### config.mk
export PLATFORM = sky130hd
export DESIGN_NAME = arcade_dead_reckoning_integrator
export DESIGN_NICKNAME = d
export VERILOG_FILES = /design/src/adr_pkg.sv /design/src/adr_cordic.sv /design/src/adr_serial_mul.sv /design/src/arcade_dead_reckoning_integrator.sv
export SDC_FILE = /design/constraint.sdc
export NUM_CORES = 2
export LEC_CHECK = 0
export ABC_AREA = 1
export BUFFER_PORTS_ARGS = -buffer_cell sky130_fd_sc_hd__buf_2
export CELL_PAD_IN_SITES_DETAIL_PLACEMENT = 1
export CELL_PAD_IN_SITES_GLOBAL_PLACEMENT = 2
export CORE_ASPECT_RATIO = 0.5
export CORE_UTILIZATION = 40
export CTS_CLUSTER_SIZE = 25
export DETAILED_ROUTE_END_ITERATION = 8
export GPL_ROUTABILITY_DRIVEN = 1
export PLACE_DENSITY_LB_ADDON = 0.25
export SETUP_SLACK_MARGIN = 0.02
export SLEW_MARGIN = 0
export SYNTH_ARGS = -nofsm -noshare
export SYNTH_HDL_FRONTEND = slang
export SYNTH_SLANG_ARGS = --single-unit
### constraint.sdc
create_clock -name clk -period 7.6 [get_ports clk]
set_clock_uncertainty 0.1 [all_clocks]
set_input_delay 0.38 -clock clk [delete_from_list [all_inputs] [get_ports clk]]
set_output_delay 0.38 -clock clk [all_outputs]
set_load 0.05 [all_outputs]
### src/adr_pkg.sv
// Package: constants, types and the arctangent table of the dead reckoning integrator.
`default_nettype none
package adr_pkg;
	localparam int CORDIC_STEPS_DEF = 16;
	localparam int POS_WIDTH_DEF = 40;
	localparam int ATAN_ENTRIES = 24;
	localparam logic signed [31:0] CORDIC_GAIN = 32'sd652032874;
	localparam int VW = 34;

	typedef enum logic [2:0] {
		ST_IDLE, ST_SQR, ST_CORDIC, ST_MUL, ST_ACC, ST_OUT
	} state_t;

	typedef struct packed {
		logic start;
		logic busy;
	} ctl_t;

	function automatic logic [31:0] atan_turn(input logic [4:0] i);
		logic [31:0] v;
		begin
			case (i)
				5'd0: v = 32'h20000000;
				5'd1: v = 32'h12E4051E;
				5'd2: v = 32'h09FB385B;
				5'd3: v = 32'h051111D4;
				5'd4: v = 32'h028B0D43;
				5'd5: v = 32'h0145D7E1;
				5'd6: v = 32'h00A2F61E;
				5'd7: v = 32'h00517C55;
				5'd8: v = 32'h0028BE53;
				5'd9: v = 32'h00145F2F;
				5'd10: v = 32'h000A2F98;
				5'd11: v = 32'h000517CC;
				5'd12: v = 32'h00028BE6;
				5'd13: v = 32'h000145F3;
				5'd14: v = 32'h0000A2FA;
				5'd15: v = 32'h0000517D;
				5'd16: v = 32'h000028BE;
				5'd17: v = 32'h0000145F;
				5'd18: v = 32'h00000A30;
				5'd19: v = 32'h00000518;
				5'd20: v = 32'h0000028C;
				5'd21: v = 32'h00000146;
				5'd22: v = 32'h000000A3;
				5'd23: v = 32'h00000051;
				default: v = 32'h0;
			endcase
			return v;
		end
	endfunction
endpackage
`default_nettype wire

### src/adr_cordic.sv
// Module: iterative CORDIC giving sine and cosine of a 16-bit heading.
`default_nettype none
module adr_cordic #(
	parameter int CORDIC_STEPS = adr_pkg::CORDIC_STEPS_DEF
) (
	input  wire logic                          clk,
	input  wire logic                          arst_n,
	input  wire adr_pkg::ctl_t                 ctl,
	input  wire logic [15:0]                   angle,
	output logic                               done,
	output logic signed [adr_pkg::VW-1:0]      sin_v,
	output logic signed [adr_pkg::VW-1:0]      cos_v
);
	import adr_pkg::*;
	localparam int NSTEP = (CORDIC_STEPS < ATAN_ENTRIES) ? CORDIC_STEPS : ATAN_ENTRIES;

	logic signed [VW-1:0] x_q, y_q;
	logic signed [33:0] z_q;
	logic [1:0] quad_q;
	logic [4:0] i_q;
	logic run_q;
	logic [15:0] qa, res;
	logic signed [VW-1:0] dx, dy, at;

	always_comb begin
		qa = angle + 16'h2000;
		res = angle - {qa[15:14], 14'd0};
		dx = y_q >>> i_q;
		dy = x_q >>> i_q;
		at = VW'(atan_turn(i_q));
	end

	always_ff @(posedge clk or negedge arst_n) begin
		if (!arst_n) begin
			run_q <= 1'b0;
			i_q <= '0;
			done <= 1'b0;
		end else begin
			done <= 1'b0;
			if (ctl.start) begin
				run_q <= 1'b1;
				i_q <= '0;
				quad_q <= qa[15:14];
				z_q <= {{2{res[15]}}, res, 16'd0};
				x_q <= VW'(CORDIC_GAIN);
				y_q <= '0;
			end else if (run_q) begin
				// one rotation step per cycle
				if (!z_q[33]) begin
					x_q <= x_q - dx; y_q <= y_q + dy; z_q <= z_q - at;
				end else begin
					x_q <= x_q + dx; y_q <= y_q - dy; z_q <= z_q + at;
				end
				if (i_q == 5'(NSTEP - 1)) begin
					run_q <= 1'b0;
					done <= 1'b1;
				end
				i_q <= i_q + 5'd1;
			end
		end
	end

	always_comb begin
		case (quad_q)
			2'd0: begin cos_v = x_q; sin_v = y_q; end
			2'd1: begin cos_v = -y_q; sin_v = x_q; end
			2'd2: begin cos_v = -x_q; sin_v = -y_q; end
			default: begin cos_v = y_q; sin_v = -x_q; end
		endcase
	end

	assert property (@(posedge clk) disable iff (!arst_n) done |-> !run_q)
		else $error("done while rotating");
	assert property (@(posedge clk) disable iff (!arst_n) ctl.start |=> run_q)
		else $error("start not taken");
	assert property (@(posedge clk) disable iff (!arst_n) run_q |-> ctl.busy)
		else $error("rotation outside busy");
endmodule
`default_nettype wire

### src/adr_serial_mul.sv
// Module: bit-serial signed multiplier, one multiplier bit per cycle.
`default_nettype none
module adr_serial_mul #(
	parameter int AW = 34,
	parameter int BW = 17
) (
	input  wire logic                   clk,
	input  wire logic                   arst_n,
	input  wire logic                   start,
	input  wire logic signed [AW-1:0]   a,
	input  wire logic signed [BW-1:0]   b,
	output logic                        done,
	output logic signed [AW+BW-1:0]     p
);
	localparam int CW = $clog2(BW + 1);
	logic signed [AW+BW-1:0] a_q;
	logic [BW-1:0] b_q;
	logic [CW-1:0] n_q;
	logic run_q;

	always_ff @(posedge clk or negedge arst_n) begin
		if (!arst_n) begin
			run_q <= 1'b0;
			done <= 1'b0;
			n_q <= '0;
		end else begin
			done <= 1'b0;
			if (start) begin
				run_q <= 1'b1;
				n_q <= '0;
				a_q <= (AW+BW)'(a);
				b_q <= b;
				p <= '0;
			end else if (run_q) begin
				// top bit of b carries negative weight
				if (b_q[0]) begin
					if (n_q == CW'(BW - 1)) p <= p - a_q;
					else p <= p + a_q;
				end
				a_q <= a_q <<< 1;
				b_q <= b_q >> 1;
				n_q <= n_q + 1'b1;
				if (n_q == CW'(BW - 1)) begin
					run_q <= 1'b0;
					done <= 1'b1;
				end
			end
		end
	end
endmodule
`default_nettype wire

### src/arcade_dead_reckoning_integrator.sv
// Top level: joystick dead reckoning integrator.
//  channel | direction | handshake              | payload
//  in      | input     | in_valid / in_ready    | stick_x, stick_y
//  cfg     | input     | cfg_valid / cfg_ready  | cfg_data (square_inputs)
//  out     | output    | out_valid / out_ready  | speed, heading, pos_x, pos_y
// One transaction at a time: squaring on a serial multiplier (skipped when off),
// then the CORDIC loop, then the two bit-serial multiplies side by side, then
// the accumulate step, which updates the saturating position registers.
// Asynchronous reset clears the control, squaring, heading, speed and position
// registers. A finished result holds in the output register until taken; a new
// sample is accepted in the cycle the result leaves.
`default_nettype none
module arcade_dead_reckoning_integrator #(
	parameter int CORDIC_STEPS = adr_pkg::CORDIC_STEPS_DEF,
	parameter int POS_WIDTH = adr_pkg::POS_WIDTH_DEF
) (
	input  wire logic                        clk,
	input  wire logic                        arst_n,
	input  wire logic                        in_valid,
	output logic                             in_ready,
	input  wire logic signed [15:0]          stick_x,
	input  wire logic signed [15:0]          stick_y,
	input  wire logic                        cfg_valid,
	output logic                             cfg_ready,
	input  wire logic                        cfg_data,
	output logic                             out_valid,
	input  wire logic                        out_ready,
	output logic signed [16:0]               speed,
	output logic [15:0]                      heading,
	output logic signed [POS_WIDTH-1:0]      pos_x,
	output logic signed [POS_WIDTH-1:0]      pos_y
);
	import adr_pkg::*;
	localparam int PW = VW + 17;
	localparam int AW = (POS_WIDTH > PW - 30 ? POS_WIDTH : PW - 30) + 2;

	state_t state_q, state_d;
	logic sq_q;
	logic signed [16:0] speed_q;
	logic [15:0] head_q;
	logic signed [POS_WIDTH-1:0] xa_q, ya_q;
	ctl_t cctl;
	logic c_done, mx_done, my_done, ms_done;
	logic signed [VW-1:0] sn, cs;
	logic signed [PW-1:0] px, py, ps;
	logic signed [AW-1:0] dx, dy, sx, sy, mx, mn;
	logic signed [POS_WIDTH-1:0] nx, ny;
	logic acc_en, ld_in, mul_go;

	assign cfg_ready = 1'b1;
	assign in_ready = (state_q == ST_IDLE) || (state_q == ST_OUT && out_ready);
	assign out_valid = (state_q == ST_OUT);
	assign ld_in = in_valid && in_ready;

	always_comb begin
		state_d = state_q;
		acc_en = 1'b0;
		mul_go = 1'b0;
		cctl.start = 1'b0;
		cctl.busy = (state_q != ST_IDLE) && (state_q != ST_OUT);
		case (state_q)
			ST_IDLE, ST_OUT: begin
				if (state_q == ST_OUT && out_ready) state_d = ST_IDLE;
				if (ld_in) state_d = ST_SQR;
			end
			ST_SQR: if (ms_done || !sq_q) begin
				cctl.start = 1'b1;
				state_d = ST_CORDIC;
			end
			ST_CORDIC: if (c_done) begin
				mul_go = 1'b1;
				state_d = ST_MUL;
			end
			ST_MUL: if (mx_done) state_d = ST_ACC;
			ST_ACC: begin
				acc_en = 1'b1;
				state_d = ST_OUT;
			end
			default: state_d = ST_IDLE;
		endcase
	end

	always_ff @(posedge clk or negedge arst_n) begin
		if (!arst_n) state_q <= ST_IDLE;
		else state_q <= state_d;
	end

	// squaring uses its own serial multiplier on the raw stick_y value
	adr_serial_mul #(.AW(VW), .BW(17)) u_msq (
		.clk(clk), .arst_n(arst_n), .start(ld_in),
		.a(VW'(stick_y)), .b(17'(stick_y)), .done(ms_done), .p(ps));

	adr_cordic #(.CORDIC_STEPS(CORDIC_STEPS)) u_cordic (
		.clk(clk), .arst_n(arst_n), .ctl(cctl), .angle(head_q),
		.done(c_done), .sin_v(sn), .cos_v(cs));

	adr_serial_mul #(.AW(VW), .BW(17)) u_mx (
		.clk(clk), .arst_n(arst_n), .start(mul_go), .a(sn), .b(speed_q),
		.done(mx_done), .p(px));
	adr_serial_mul #(.AW(VW), .BW(17)) u_my (
		.clk(clk), .arst_n(arst_n), .start(mul_go), .a(cs), .b(speed_q),
		.done(my_done), .p(py));

	always_comb begin
		mx = AW'((64'sd1 <<< (POS_WIDTH - 1)) - 64'sd1);
		mn = -mx - AW'(1);
		dx = AW'((px + PW'(64'sd1 <<< 29)) >>> 30);
		dy = AW'((py + PW'(64'sd1 <<< 29)) >>> 30);
		sx = AW'(xa_q) + dx;
		sy = AW'(ya_q) + dy;
		nx = (sx > mx) ? POS_WIDTH'(mx) : (sx < mn) ? POS_WIDTH'(mn) : POS_WIDTH'(sx);
		ny = (sy > mx) ? POS_WIDTH'(mx) : (sy < mn) ? POS_WIDTH'(mn) : POS_WIDTH'(sy);
	end

	always_ff @(posedge clk or negedge arst_n) begin
		if (!arst_n) begin
			sq_q <= 1'b0;
			head_q <= '0;
			speed_q <= '0;
			xa_q <= '0;
			ya_q <= '0;
		end else begin
			if (cfg_valid && cfg_ready) sq_q <= cfg_data;
			if (ld_in) begin
				head_q <= head_q + {stick_x[14:0], 1'b0};
				speed_q <= 17'(stick_y);
			end
			if (state_q == ST_SQR && sq_q && ms_done) speed_q <= 17'(ps >>> 15);
			if (acc_en) begin
				xa_q <= nx;
				ya_q <= ny;
			end
		end
	end

	assign speed = speed_q;
	assign heading = head_q;
	assign pos_x = xa_q;
	assign pos_y = ya_q;

	assert property (@(posedge clk) disable iff (!arst_n) mx_done |-> my_done)
		else $error("multipliers out of step");
	assert property (@(posedge clk) disable iff (!arst_n) out_valid && !out_ready |=> $stable(pos_x))
		else $error("result moved while held");
	assert property (@(posedge clk) disable iff (!arst_n) acc_en |=> out_valid)
		else $error("result not presented");
endmodule
`default_nettype wire

==> flow_metrics.env <==
export IMPL_pin_count=154
export IMPL_yosys_warnings=0
export IMPL_antenna_found_initial=4
export IMPL_hold_violations=0
export IMPL_layout_common_cells="1673 x nand2_1, 1014 x nor2_1, 1004 x inv_1"
export IMPL_final_max_slew_viol_count=0
export IMPL_drtIter0Drc=3633
export IMPL_grt_start_max_net_pins=121
export IMPL_place_gp_congestion=0.907
export IMPL_synth_distinct_cells=72
export IMPL_fin_crit_ns=6.23
export IMPL_synth_nets=8458
export IMPL_final_common_cell="nand2_1"
export IMPL_postCtsHoldBufs=19
export IMPL_syn2layout_area_growth_pct=8.75
export IMPL_worst_slew_pin_slew_ns=1.05
export IMPL_cts_resized=0
export IMPL_final_layout_size_suffix_gt1_frac=0.0587
export IMPL_cts_tree="built"
export IMPL_end_kind="flip-flop"
export IMPL_cts_sinks=566
export IMPL_startpoint_type="flip-flop"
export IMPL_grt_usage=0.285
export IMPL_grt_setup_unrepaired="false"
export IMPL_clk_latency_ns=0.67
export IMPL_tns_ns=0
export IMPL_grt_remaining_overflow=0
export IMPL_synth_edf_count=423
export IMPL_status="finished clean"
export IMPL_fin_crit_sh=0.819
export IMPL_crit_arrival_ns=6.51
export IMPL_dpl_hpwl_um=155000
export IMPL_postSynthAreaPerCell_um2=6.88
export IMPL_cts_buffers=66
export IMPL_fmax_ghz=0.161
export IMPL_dieArea_um2=140000
export IMPL_via_per_inst=5.50
export IMPL_setup_viol=0
export IMPL_drt_pass1_iter_count=5
export IMPL_wire_per_inst_um=20.3
export IMPL_die_h_um=265
export IMPL_required_ns=7.88
export IMPL_ys_seq_area_frac=0.294
export IMPL_grt_pass1_wl_um=317000
export IMPL_htree_levels=3
export IMPL_cp_common_cell="nand2_1"
export IMPL_synth_main_ff_cell="edfxtp_1"
export IMPL_via_count=55000
export IMPL_rows=96
export IMPL_drc=0
export IMPL_fill_cells=17800
export IMPL_cts_setup_buffers=0
export IMPL_critPathKind="reg -> reg"
export IMPL_min_path_type="in -> reg"
export IMPL_cts_clk_slew_worst_paths_ns=0.07
export IMPL_critPathSlowestCell="o31ai_2"
export IMPL_grt_pass1_vias=55200
export IMPL_ant_nets=0
export IMPL_cpPeakStageDelay_ns=0.76
export IMPL_maxCapViolations=0
export IMPL_start_util=0.404
export IMPL_core_area_um2=137000
export IMPL_clock_path_buffers=3
export IMPL_layout_nets=8482
export IMPL_die_w_um=528
export IMPL_ys_ff_latch=566
export IMPL_slew_headroom=0.293
export IMPL_synth_cells=8049
export IMPL_finalWirelength_um=203000
export IMPL_synthesis_area_um2=55400
export IMPL_io_buffers=150
export IMPL_cts_root_buf="clkbuf_16"
export IMPL_ys_async_sr_fraction=0.253
export IMPL_cp_max_fo=65
==> state kept, by name (all words and copies together) (netlist names), 3 cells and up <==
| name | flops |
|---|---|
| u_msq.a_q | 32 |
| pos_x | 40 |
| u_msq.n_q | 5 |
| pos_y | 40 |
| heading | 15 |
| u_my.n_q | 5 |
| u_mx.b_q | 17 |
| u_my.p | 51 |
| u_msq.p | 32 |
| state_q | 3 |
| u_mx.p | 51 |
| speed | 17 |
| u_mx.n_q | 5 |
| u_my.a_q | 51 |
| u_my.b_q | 17 |
| u_cordic.z_q | 34 |
| u_mx.a_q | 51 |
| u_cordic.x_q | 34 |
| u_msq.b_q | 17 |
| u_cordic.y_q | 34 |
| u_cordic.i_q | 5 |
==> logic make-up (layout without fill, tap and decap cells) <==
group | after synthesis | after routing | synth area share
buf+inv | 1323 | 1398 | 0.0945
compound gates | 1672 | 1672 | 0.172
other cells | 2 | 3 | 0.000136
fa+ha+maj | 371 | 371 | 0.0850
simple gates | 3588 | 3588 | 0.272
xor+xnor | 527 | 527 | 0.0833
flops | 566 | 566 | 0.294
==> metal layers <==
metal	wire [µm]	vias to the layer above	track usage
li1	-	27000	-
met1	94400	26600	0.386
met2	93600	1101	0.478
met3	9380	260	0.0370
met4	5600	2	0.0762
met5	13	-	0
==> worst max-delay path: cells and delay by family, from the launching register on <==
| family | cells | cell delay, ns |
|---|---|---|
| xor gates and xnor gates | 1 | 0.20 |
| and+or+nand+nor | 10 | 1.13 |
| buffers and inverters | 5 | 0.95 |
| adders and majority gates | 2 | 0.81 |
| DFF | 1 | 0.64 |
| AOI/OAI and AO/OA | 8 | 2.07 |
==> layout make-up <==
type,count,area (µm²),area share
clock buffers,89,1850,0.0307
inverters,1036,3900,0.0647
repair buffers,243,1530,0.0254
diodes,1,2.50,0.0000415
multi-input cells,6160,34000,0.564
clock inverters,30,378,0.00627
flip-flops and latches,566,16300,0.270
well taps,1862,2330,0.0387
==> synth_stat cells, types with 16 or more instances <==
cell | count | area [µm²]
buf_2 | 50 | 250
xor2_1 | 379 | 3320
a21oi_1 | 586 | 2930
inv_1 | 1007 | 3780
o211ai_1 | 22 | 165
o21ai_1 | 32 | 160
o22a_1 | 31 | 272
nor3_1 | 114 | 571
nand2_2 | 20 | 125
edfxtp_1 | 423 | 12700
buf_6 | 16 | 180
nand3_1 | 542 | 2710
o221ai_1 | 34 | 298
o21a_1 | 39 | 293
or2_2 | 19 | 119
buf_1 | 30 | 113
a221oi_1 | 24 | 210
buf_4 | 21 | 158
ha_1 | 362 | 4530
nor2_1 | 1020 | 3830
inv_2 | 21 | 78.8
o22ai_1 | 81 | 507
o21bai_1 | 23 | 173
dfrtp_1 | 143 | 3580
a21o_1 | 33 | 248
nor4_1 | 45 | 282
xnor2_1 | 148 | 1300
clkbuf_1 | 169 | 634
o31ai_1 | 20 | 150
nand2_1 | 1677 | 6290
o21ai_0 | 592 | 2960
a31oi_1 | 77 | 482
nand4_1 | 83 | 519
==> path summary, 6_finish.rpt <==
path | start | endpoint | slack [ns] | cells after the start
worst max-delay path | u_cordic.i_q[1] | u_cordic.z_q[33] | 1.37 | 26
worst min-delay path | stick_y[6] | speed[6] | 0.07 | 3
min in group asynchronous | arst_n | pos_y[16] | 0.14 | 2
worst max register to register | u_cordic.i_q[1] | u_cordic.z_q[33] | 1.37 | 26
max in group asynchronous | arst_n | u_cordic.i_q[4] | 5.28 | 4
worst min register to register | u_mx.n_q[3] | u_mx.n_q[3] | 0.37 | 1
==> per-stage QoR <==
stage               setup WS [ns]   util  hold slack [ns]  std cells  instance area (µm²)
finish                       1.37  0.439           0.0735       9987                60300
global route                0.750  0.439           0.0437       9987                60300
CTS                          1.33  0.439           0.0217       9986                60300
detailed placement           1.37  0.421            0.239       9848                57800
global placement             1.44  0.421            0.239       9848                57800
floorplan                    2.41      -          -0.0156       8049                55400
Power is not shown: default switching activity piles up to over one toggle a cycle in this logic, so the estimate is an artifact.
